`src/sv/base64_chunk_decoder_unit_assert.svh`:
```
// Assertion macros shared by the decoder modules.
`ifndef BASE64_CHUNK_DECODER_UNIT_ASSERT_SVH
`define BASE64_CHUNK_DECODER_UNIT_ASSERT_SVH
`ifndef SYNTHESIS
// Same-cycle implication, checked outside reset.
`define B64CD_ASSERT_IMPL(lbl, ante, cons, msg) \
  lbl: assert property (@(posedge clk_i) disable iff (!rst_ni) (ante) |-> (cons)) \
    else $error(msg);
// Next-cycle implication, checked outside reset.
`define B64CD_ASSERT_NEXT(lbl, ante, cons, msg) \
  lbl: assert property (@(posedge clk_i) disable iff (!rst_ni) (ante) |=> (cons)) \
    else $error(msg);
`else
`define B64CD_ASSERT_IMPL(lbl, ante, cons, msg)
`define B64CD_ASSERT_NEXT(lbl, ante, cons, msg)
`endif
`endif

```
`src/sv/b64cd_pkg.sv`:
```
// Types, codes and the character table of the base64 chunk decoder.
package b64cd_pkg;

  localparam logic [2:0] StatusOk       = 3'd0;
  localparam logic [2:0] StatusBadLen   = 3'd1;
  localparam logic [2:0] StatusBadChar  = 3'd2;
  localparam logic [2:0] StatusBadPad   = 3'd3;
  localparam logic [2:0] StatusTooLong  = 3'd4;

  localparam logic KindData   = 1'b0;
  localparam logic KindStatus = 1'b1;

  localparam logic [15:0] MaxBytesReset = 16'd256;

  // Sextet lookup result: pad and bad flags plus the 6-bit value.
  typedef struct packed {
    logic       bad;
    logic       pad;
    logic [5:0] value;
  } sextet_t;

  typedef struct packed {
    logic        result_kind;
    logic [7:0]  data_byte;
    logic [2:0]  status_code;
    logic [15:0] byte_count;
    logic        final_result;
  } result_t;

  // Up to four results pushed into the result queue in one cycle.
  typedef struct packed {
    logic [2:0]        num;
    result_t [3:0]     entry;
  } push_t;

  function automatic sextet_t sextet_of(input logic [7:0] c);
    sextet_t s;
    s = '0;
    if (c inside {[8'h41:8'h5A]}) begin
      s.value = 6'(c - 8'h41);
    end else if (c inside {[8'h61:8'h7A]}) begin
      s.value = 6'(c - 8'h61 + 8'd26);
    end else if (c inside {[8'h30:8'h39]}) begin
      s.value = 6'(c - 8'h30 + 8'd52);
    end else if (c == 8'h2B) begin
      s.value = 6'd62;
    end else if (c == 8'h2F) begin
      s.value = 6'd63;
    end else if (c == 8'h3D) begin
      s.pad = 1'b1;
    end else begin
      s.bad = 1'b1;
    end
    return s;
  endfunction

endpackage

```
`src/sv/b64cd_if.sv`:
```
// Stream interfaces of the base64 chunk decoder: characters, results, configuration.
interface b64cd_char_if;
  logic       valid;
  logic       ready;
  logic [7:0] char_code;
  logic       last_char;
  modport source (output valid, output char_code, output last_char, input ready);
  modport sink (input valid, input char_code, input last_char, output ready);
endinterface

interface b64cd_result_if;
  logic        valid;
  logic        ready;
  logic        result_kind;
  logic [7:0]  data_byte;
  logic [2:0]  status_code;
  logic [15:0] byte_count;
  logic        final_result;
  modport source (output valid, output result_kind, output data_byte, output status_code,
                  output byte_count, output final_result, input ready);
  modport sink (input valid, input result_kind, input data_byte, input status_code,
                input byte_count, input final_result, output ready);
endinterface

interface b64cd_cfg_if;
  logic        valid;
  logic        ready;
  logic [15:0] data;
  modport source (output valid, output data, input ready);
  modport sink (input valid, input data, output ready);
endinterface

```
`src/sv/b64cd_decode_core.sv`:
```
// Group decoder: chunk state, limit register and per-character result generation.
`include "base64_chunk_decoder_unit_assert.svh"
module b64cd_decode_core import b64cd_pkg::*; #(
  parameter int COUNT_WIDTH = 16
) (
  input  logic        clk_i,
  input  logic        rst_ni,
  input  logic        char_valid_i,
  input  logic [7:0]  char_code_i,
  input  logic        last_char_i,
  input  logic        room_i,
  input  logic        cfg_valid_i,
  input  logic [15:0] cfg_data_i,
  output push_t       push_o
);

  localparam int SumW = ((COUNT_WIDTH > 16) ? COUNT_WIDTH : 16) + 2;
  localparam logic [SumW-1:0] CountMask =
    {{(SumW-COUNT_WIDTH){1'b0}}, {COUNT_WIDTH{1'b1}}};

  logic [1:0]             pos_q, pos_d;
  logic [17:0]            hs_q, hs_d;
  logic                   tp_q, tp_d;
  logic [2:0]             err_q, err_d;
  logic [COUNT_WIDTH-1:0] cnt_q, cnt_d;
  logic [15:0]            max_q;

  logic                   accept;
  sextet_t                sx;
  logic [1:0]             nb;
  logic [SumW-1:0]        limit;
  logic [SumW-1:0]        sum;
  logic [23:0]            word;
  logic                   emit;
  logic [2:0]             total;

  assign accept = char_valid_i & room_i;
  assign sx     = sextet_of(char_code_i);
  assign nb     = tp_q ? 2'd1 : (sx.pad ? 2'd2 : 2'd3);
  assign limit  = (SumW'(max_q) > CountMask) ? CountMask : SumW'(max_q);
  assign sum    = SumW'(cnt_q) + SumW'(nb);
  assign word   = {hs_q, (sx.pad ? 6'd0 : sx.value)};

  always_comb begin
    pos_d = pos_q + 2'd1;
    hs_d  = hs_q;
    tp_d  = tp_q;
    err_d = err_q;
    cnt_d = cnt_q;
    emit  = 1'b0;
    if (err_q == StatusOk) begin
      if (sx.bad) begin
        err_d = StatusBadChar;
      end else if (pos_q < 2'd2) begin
        if (sx.pad) begin
          err_d = StatusBadPad;
        end else begin
          hs_d = {hs_q[11:0], sx.value};
        end
      end else if (pos_q == 2'd2) begin
        tp_d = sx.pad;
        hs_d = {hs_q[11:0], (sx.pad ? 6'd0 : sx.value)};
      end else if (sum > limit) begin
        err_d = StatusTooLong;
      end else if (tp_q && !sx.pad) begin
        err_d = StatusBadPad;
      end else begin
        emit  = 1'b1;
        cnt_d = cnt_q + COUNT_WIDTH'(nb);
      end
    end
  end

  always_comb begin
    logic [SumW-1:0] cnt_ext;
    push_o = '0;
    total  = emit ? {1'b0, nb} : 3'd0;
    for (int k = 0; k < 3; k++) begin
      cnt_ext = SumW'(cnt_q) + SumW'(k + 1);
      push_o.entry[k].result_kind = KindData;
      push_o.entry[k].data_byte   = word[23 - 8*k -: 8];
      push_o.entry[k].byte_count  = cnt_ext[15:0];
    end
    if (last_char_i) begin
      cnt_ext = SumW'(cnt_d);
      push_o.entry[total[1:0]] = '0;
      push_o.entry[total[1:0]].result_kind = KindStatus;
      push_o.entry[total[1:0]].status_code = (pos_d != 2'd0) ? StatusBadLen : err_d;
      push_o.entry[total[1:0]].byte_count  = cnt_ext[15:0];
      total = total + 3'd1;
    end
    if (total != 3'd0) begin
      push_o.entry[total[1:0] - 2'd1].final_result = 1'b1;
    end
    push_o.num = accept ? total : 3'd0;
  end

  always_ff @(posedge clk_i or negedge rst_ni) begin
    if (!rst_ni) begin
      pos_q <= '0;
      hs_q  <= '0;
      tp_q  <= 1'b0;
      err_q <= StatusOk;
      cnt_q <= '0;
    end else if (accept) begin
      if (last_char_i) begin
        pos_q <= '0;
        hs_q  <= '0;
        tp_q  <= 1'b0;
        err_q <= StatusOk;
        cnt_q <= '0;
      end else begin
        pos_q <= pos_d;
        hs_q  <= hs_d;
        tp_q  <= tp_d;
        err_q <= err_d;
        cnt_q <= cnt_d;
      end
    end
  end

  always_ff @(posedge clk_i or negedge rst_ni) begin
    if (!rst_ni) begin
      max_q <= MaxBytesReset;
    end else if (cfg_valid_i) begin
      max_q <= cfg_data_i;
    end
  end

  `B64CD_ASSERT_NEXT(a_chunk_clear, accept && last_char_i,
    pos_q == 2'd0 && err_q == StatusOk && cnt_q == '0, "chunk state not cleared")
  `B64CD_ASSERT_NEXT(a_err_sticky, accept && !last_char_i && err_q != StatusOk,
    err_q == $past(err_q), "recorded error changed inside a chunk")
  `B64CD_ASSERT_IMPL(a_count_limit, 1'b1, SumW'(cnt_q) <= limit || $past(max_q) != max_q
    || cnt_q == '0 || 1'b1 == (SumW'(cnt_q) <= CountMask), "decoded count beyond range")
  `B64CD_ASSERT_IMPL(a_status_last, push_o.num != 3'd0,
    (push_o.entry[push_o.num[1:0] - 2'd1].result_kind == KindStatus) == last_char_i
    || push_o.num == 3'd4, "status result does not match chunk end")

endmodule

```
`src/sv/b64cd_result_fifo.sv`:
```
// Result queue: takes up to four results a cycle, hands out one a cycle when the consumer is ready.
`include "base64_chunk_decoder_unit_assert.svh"
module b64cd_result_fifo import b64cd_pkg::*; (
  input  logic    clk_i,
  input  logic    rst_ni,
  input  push_t   push_i,
  output logic    room_o,
  output logic    out_valid_o,
  input  logic    out_ready_i,
  output result_t out_data_o
);

  localparam int Depth = 8;

  result_t    mem_q [Depth];
  logic [2:0] wr_ptr_q;
  logic [2:0] rd_ptr_q;
  logic [3:0] cnt_q;
  logic       pop;

  assign room_o      = (cnt_q <= 4'd4);
  assign out_valid_o = (cnt_q != 4'd0);
  assign out_data_o  = mem_q[rd_ptr_q];
  assign pop         = out_valid_o & out_ready_i;

  always_ff @(posedge clk_i) begin
    for (int i = 0; i < 4; i++) begin
      if (3'(i) < push_i.num) begin
        mem_q[wr_ptr_q + 3'(i)] <= push_i.entry[i];
      end
    end
  end

  always_ff @(posedge clk_i or negedge rst_ni) begin
    if (!rst_ni) begin
      wr_ptr_q <= '0;
      rd_ptr_q <= '0;
      cnt_q    <= '0;
    end else begin
      wr_ptr_q <= wr_ptr_q + push_i.num;
      rd_ptr_q <= rd_ptr_q + {2'b00, pop};
      cnt_q    <= cnt_q + {1'b0, push_i.num} - {3'b000, pop};
    end
  end

  `B64CD_ASSERT_IMPL(a_push_room, push_i.num != 3'd0, cnt_q <= 4'd4,
    "push without room for four results")
  `B64CD_ASSERT_IMPL(a_fill_bound, 1'b1, cnt_q <= 4'd8, "queue fill beyond depth")
  `B64CD_ASSERT_NEXT(a_fill_track, 1'b1,
    cnt_q == $past(cnt_q) + {1'b0, $past(push_i.num)} - {3'b000, $past(pop)},
    "queue fill out of step with transfers")

endmodule

```
`src/sv/base64_chunk_decoder_unit.sv`:
```
// Top level of the streaming base64 chunk decoder.
// One character transfer per cycle enters on char_in; a character is taken in any cycle
// in which the result queue holds four entries or fewer, so a steady stream runs at one
// character per clock as long as results are drained. Each character is decoded in the
// cycle it is taken: the fourth character of a group pushes one to three data bytes,
// and a character marked last_char pushes one status result after them (ok, bad length,
// bad character, bad padding, too long). Results leave res_out one per ready cycle from
// an eight-entry queue; that single output port is what limits throughput, since a full
// group yields up to four results for four characters. After an error the chunk emits
// no more data bytes and the consumer drops the bytes it already took. The byte limit
// on cfg_in is always accepted; write it only while the decoder is idle. Its reset value
// is 256, and it is capped at the largest count COUNT_WIDTH can hold.
module base64_chunk_decoder_unit import b64cd_pkg::*; #(
  parameter int COUNT_WIDTH = 16
) (
  input  logic   clk_i,
  input  logic   rst_ni,
  b64cd_char_if.sink     char_in,
  b64cd_result_if.source res_out,
  b64cd_cfg_if.sink      cfg_in
);

  push_t   push;
  logic    room;
  result_t head;

  // Configuration is taken every cycle.
  assign cfg_in.ready  = 1'b1;
  // Hold off characters unless a worst-case push of four results fits.
  assign char_in.ready = room;

  b64cd_decode_core #(
    .COUNT_WIDTH (COUNT_WIDTH)
  ) u_core (
    .clk_i        (clk_i),
    .rst_ni       (rst_ni),
    .char_valid_i (char_in.valid),
    .char_code_i  (char_in.char_code),
    .last_char_i  (char_in.last_char),
    .room_i       (room),
    .cfg_valid_i  (cfg_in.valid),
    .cfg_data_i   (cfg_in.data),
    .push_o       (push)
  );

  b64cd_result_fifo u_fifo (
    .clk_i       (clk_i),
    .rst_ni      (rst_ni),
    .push_i      (push),
    .room_o      (room),
    .out_valid_o (res_out.valid),
    .out_ready_i (res_out.ready),
    .out_data_o  (head)
  );

  // Drive the result payload from the queue head.
  assign res_out.result_kind  = head.result_kind;
  assign res_out.data_byte    = head.data_byte;
  assign res_out.status_code  = head.status_code;
  assign res_out.byte_count   = head.byte_count;
  assign res_out.final_result = head.final_result;

endmodule
```
`src/flat_wrapper.sv`:
```
// flat-port wrapper written by rule: the top's interface ports become plain ports
module base64_chunk_decoder_unit_flat import b64cd_pkg::*;
#(
  parameter int COUNT_WIDTH = 16
)
  (clk_i, rst_ni, char_in_valid, char_in_char_code, char_in_last_char, char_in_ready, res_out_valid, res_out_result_kind, res_out_data_byte, res_out_status_code, res_out_byte_count, res_out_final_result, res_out_ready, cfg_in_valid, cfg_in_data, cfg_in_ready);
  b64cd_char_if char_in_i ();
  b64cd_result_if res_out_i ();
  b64cd_cfg_if cfg_in_i ();
  input  logic clk_i;
  input  logic rst_ni;
  input wire logic [$bits(char_in_i.valid)-1:0] char_in_valid;
  input wire logic [$bits(char_in_i.char_code)-1:0] char_in_char_code;
  input wire logic [$bits(char_in_i.last_char)-1:0] char_in_last_char;
  output wire logic [$bits(char_in_i.ready)-1:0] char_in_ready;
  output wire logic [$bits(res_out_i.valid)-1:0] res_out_valid;
  output wire logic [$bits(res_out_i.result_kind)-1:0] res_out_result_kind;
  output wire logic [$bits(res_out_i.data_byte)-1:0] res_out_data_byte;
  output wire logic [$bits(res_out_i.status_code)-1:0] res_out_status_code;
  output wire logic [$bits(res_out_i.byte_count)-1:0] res_out_byte_count;
  output wire logic [$bits(res_out_i.final_result)-1:0] res_out_final_result;
  input wire logic [$bits(res_out_i.ready)-1:0] res_out_ready;
  input wire logic [$bits(cfg_in_i.valid)-1:0] cfg_in_valid;
  input wire logic [$bits(cfg_in_i.data)-1:0] cfg_in_data;
  output wire logic [$bits(cfg_in_i.ready)-1:0] cfg_in_ready;
  assign char_in_i.valid = char_in_valid;
  assign char_in_i.char_code = char_in_char_code;
  assign char_in_i.last_char = char_in_last_char;
  assign char_in_ready = char_in_i.ready;
  assign res_out_valid = res_out_i.valid;
  assign res_out_result_kind = res_out_i.result_kind;
  assign res_out_data_byte = res_out_i.data_byte;
  assign res_out_status_code = res_out_i.status_code;
  assign res_out_byte_count = res_out_i.byte_count;
  assign res_out_final_result = res_out_i.final_result;
  assign res_out_i.ready = res_out_ready;
  assign cfg_in_i.valid = cfg_in_valid;
  assign cfg_in_i.data = cfg_in_data;
  assign cfg_in_ready = cfg_in_i.ready;
  base64_chunk_decoder_unit #(.COUNT_WIDTH(COUNT_WIDTH)) u_core (.clk_i(clk_i), .rst_ni(rst_ni), .char_in(char_in_i), .res_out(res_out_i), .cfg_in(cfg_in_i));
endmodule
```
`config.mk`:
```
export PLATFORM = sky130hd
export DESIGN_NAME = base64_chunk_decoder_unit_flat
export DESIGN_NICKNAME = d
export VERILOG_FILES = /design/src/sv/b64cd_pkg.sv /design/src/sv/b64cd_if.sv /design/src/sv/b64cd_decode_core.sv /design/src/sv/b64cd_result_fifo.sv /design/src/sv/base64_chunk_decoder_unit.sv /design/src/flat_wrapper.sv
export VERILOG_INCLUDE_DIRS = /design/src /design/src/sv
export SDC_FILE = /design/constraint.sdc
export NUM_CORES = 1
export LEC_CHECK = 0
export BUFFER_PORTS_ARGS = -buffer_cell sky130_fd_sc_hd__buf_2
export CAP_MARGIN = 20
export CORE_MARGIN = 3
export CORE_UTILIZATION = 35
export DETAILED_ROUTE_END_ITERATION = 16
export PLACE_DENSITY = 0.58
export SETUP_SLACK_MARGIN = 0.15
export SLEW_MARGIN = 5
export SYNTH_ARGS = -nofsm -noshare
export SYNTH_HDL_FRONTEND = slang
export SYNTH_HIERARCHICAL = 1
export SYNTH_SLANG_ARGS = --single-unit
```
`constraint.sdc`:
```
create_clock -name clk_i -period 9.1 [get_ports clk_i]
set_input_delay 0.91 -clock clk_i [delete_from_list [all_inputs] [get_ports clk_i]]
set_output_delay 0.91 -clock clk_i [all_outputs]
set_load 0.01 [all_outputs]
```
==> impl_metrics.csv <==
group,metric,value,unit
floorplanning,row_count,90,
cts,cts_made_buffers,37,
place,io_buffers,60,
finish,fill_cells,5935,
finish,final-seq-area,0.00863,mm2
synth,synth-edff-count,232,
worst_setup_path,r2r_setup_slack,1.58,ns
worst_setup_path,critPathLaunch,"char_in_char_code[2]",
cts,clock_sinks,298,
worst_setup_path,critPathKind,"input pin to flop",
global_route,grtUsageTotal,23.9,%
worst_setup_path,worstReg2RegStart,"u_core/u_core/tp_q",
power_and_ir_drop,leakagePower,8.76,nW
worst_setup_path,critPathMaxStageDelay,0.78,ns
synth,yosys_warnings,6,
worst_setup_path,cp-end-kind,"flop",
floorplanning,boundaryPins,62,
finish,final_common_cell,"a21oi_1",
power_and_ir_drop,peakVddDrop,136,uV
finish,mostFrequentLayoutCells,"a21oi_1, edfxtp_1, o22ai_1",
sta,finalHoldViolations,0,
worst_setup_path,path_delay_family,"simple AND/OR/NAND/NOR gates",
global_route,grt_overflow_total,0,
drt,vias,19089,
finish,drive_gt1_share,15.0,%
synth,synth_seq_cells,298,
global_route,grt_pass1_wl,119,mm
worst_setup_path,startpoint_type,"input pin",
sta,min_period,8.17,ns
global_route,grt_max_degree,67,
synth,yosysUniqueCellTypes,82,
place,gp_congestion,0.942,
worst_setup_path,worstPathArrival,8.40,ns
min_path,hold_class,"flop to flop",
drt,drt_iter0_drc,2608,
synth,netlist_area,0.0217,mm2
sta,tns,0,ns
power_and_ir_drop,switchingPower,1.44,mW
sta,clock_skew,0.0159,ns
sta,rsz0062_at_grt,"false",
worst_setup_path,path_depth,31,
worst_setup_path,reg2reg_to,"u_core/u_fifo/mem_q[0][24]",
worst_setup_path,slowest_stage,"o311ai_4",
synth,avgSynthCellArea,9.72,um2
sta,slew_violations,0,
floorplanning,die_w,255,um
sta,hold_ws,0.454,ns
sta,relSlewSlack,21.7,%
synth,postSynthCellCount,2234,
worst_setup_path,r2r_cells,25,
finish,nets,2197,
floorplanning,dieHeight,255,um
power_and_ir_drop,p_clk_share,33.3,%
drt,drc,0,
drt,drt-wirelength-per-cell,26.7,um
cts,cts_setup_buffers,0,
flow_run,max_cap_violations,0,
cts,path_clk_slew,0.06,ns
sta,tightest_slew,1.17,ns
sta,setup_violations,0,
cts,clock_tree.root_cell,"clkbuf_16",
sta,fmax,122,MHz
cts,clock_latency,0.57,ns
global_route,grt_antenna_before_repair,3,
worst_setup_path,crit_buf_inv,8,
worst_setup_path,crit_end,"u_core/u_fifo/mem_q[0][24]",
cts,cts_tree,"done",
finish,multiInputGateArea,0.0116,mm2
drt,vias_per_cell,6.42,
cts,post_cts_resized,0,
finish,area_delta_synth_final,8.66,%
drt,drt_pass1_iterations,6,
cts,holdBufCountCts,0,
synth,synthFlopType,"edfxtp_1",
drt,drt_wl_total,79.3,mm
floorplanning,start_util,35.7,%
floorplanning,dieArea,0.0651,mm2
cts,clk_path_buf_depth,3,
power_and_ir_drop,p_int,2.87,mW
power_and_ir_drop,p_total,4.30,mW
synth,synth_sequential_area_ratio,39.7,%
place,dp_hpwl,51.1,mm
power_and_ir_drop,comb_power_share,27.7,%
power_and_ir_drop,power.density,182,mW/mm2
worst_setup_path,critPathMaxFanout,19,
sta,fin_crit_sh,89.8,%
worst_setup_path,required,9.34,ns
status,status,"completed",
power_and_ir_drop,p_seq_share,39.1,%
synth,async_reset_ff_share,22.1,%
cts,cts_max_level,2,
floorplanning,coreArea,0.0609,mm2
power_and_ir_drop,swShare,33.4,%
global_route,grt_pass1_vias,18379,
drt,final_antenna_net_count,0,
## stage by stage
step	instance area, um2	setup WS [ns]	util (%)	std cells
3_5_place_dp	22400	0.496	36.8	2903
6_report	23600	0.932	38.7	2974
5_1_grt	23600	0.541	38.7	2974
2_1_floorplan	21800	0.514	-	2241
4_1_cts	23600	1.06	38.7	2971
3_3_place_gp	22400	0.671	36.8	2902
## sequential cells by signal, indices dropped and copies added (netlist names)
name and cells:
u_core/u_fifo/mem_q 232, u_core/u_core/pos_q 2, u_core/u_core/tp_q 1, u_core/u_core/max_q 16
u_core/u_fifo/wr_ptr_q 3, u_core/u_fifo/rd_ptr_q 3, u_core/u_core/hs_q 18, u_core/u_fifo/cnt_q 4
u_core/u_core/err_q 3, u_core/u_core/cnt_q 16
## power groups by stage
| stage | combinational [mW] | sequential [mW] | clock (mW) |
|---|---|---|---|
| 5_1_grt | 1.30 | 1.70 | 1.51 |
| 3_5_place_dp | 1.19 | 1.71 | 0 |
| 2_1_floorplan | 0.897 | 1.60 | 0 |
| 4_1_cts | 1.20 | 1.69 | 1.46 |
| 3_3_place_gp | 1.18 | 1.71 | 0 |
| 6_report | 1.19 | 1.68 | 1.43 |
## Yosys cell counts (all sizes together) (4+ instances only)
library cell / count / area (um2)
a21oi: 239 / 1200
buf: 135 / 721
nand2b: 11 / 68.8
o31ai: 15 / 113
or2: 5 / 31.3
or3: 23 / 144
o21ai: 60 / 300
o221ai: 13 / 114
xor2: 21 / 191
dfrtp: 65 / 1630
nor2b: 7 / 43.8
a211oi: 9 / 67.6
nor3: 36 / 185
o41ai: 4 / 35.0
ha: 48 / 601
and3: 13 / 86.3
clkbuf: 181 / 681
mux2: 33 / 372
nand3: 50 / 255
edfxtp: 232 / 6970
nor2: 61 / 229
mux4: 58 / 1310
a32o: 4 / 40.0
nor4: 19 / 164
nand4: 28 / 196
o22ai: 231 / 1450
o211ai: 11 / 82.6
mux2i: 209 / 2090
and2: 32 / 200
a41oi: 5 / 43.8
inv: 57 / 214
a21o: 9 / 67.6
a21boi: 4 / 30.0
xnor2: 35 / 325
nand2: 161 / 604
a31oi: 53 / 332
o311ai: 5 / 43.8
## worst reg2reg max path: cells and delay by family (launching register included)
family                   cells  cell delay (ns)
AND/OR/NAND/NOR              8             1.98
AO/OA/AOI/OAI                6             1.85
buffers and inverters        6             1.41
adder cells (fa/ha/maj)      4             1.16
flip-flops                   1             0.60
XOR/XNOR                     1             0.15
## final cells by class
type / instances / area share, %
diodes: 1 / 0.0106
multi-input cells: 1567 / 49.0
well taps: 828 / 4.39
flip-flops and latches: 298 / 36.5
repair buffers: 152 / 4.26
clock inverters: 25 / 0.827
clock buffers: 43 / 4.02
inverters: 60 / 0.954
## cell families (layout without fill, tap and decap cells)
family	Yosys count	in the layout	share of synthesized area, %
muxes	300	300	17.4
adders and majority gates	52	52	3.09
buffers and inverters	376	280	7.49
and+or+nand+nor	458	458	10.6
AOI/OAI and AO/OA	692	692	19.3
DFF	298	298	39.7
other	2	10	0.0346
xor gates and xnor gates	56	56	2.38
## per-layer routing
metal | GRT usage [%] | wire (um)
met1 | 32.7 | 32600
met2 | 37.1 | 35400
met3 | 5.17 | 8320
met4 | 9.48 | 3040
met5 | 0 | 13
## how the worst min path moves through the flow
| stage | from | end | slack (ns) | cells past startpoint |
|---|---|---|---|---|
| after global routing | u_core/u_core/hs_q[14] | u_core/u_core/hs_q[14] | 0.49 | 2 |
| after global placement | u_core/u_core/hs_q[16] | u_core/u_core/hs_q[16] | 0.44 | 2 |
| after floorplan | u_core/u_core/hs_q[12] | u_core/u_core/hs_q[12] | 0.43 | 2 |
| after CTS | u_core/u_core/hs_q[13] | u_core/u_core/hs_q[13] | 0.46 | 2 |
| after detailed placement | u_core/u_core/hs_q[13] | u_core/u_core/hs_q[13] | 0.45 | 2 |
| final | u_core/u_core/hs_q[13] | u_core/u_core/hs_q[13] | 0.45 | 2 |
Power figures use the tool's default switching activity.
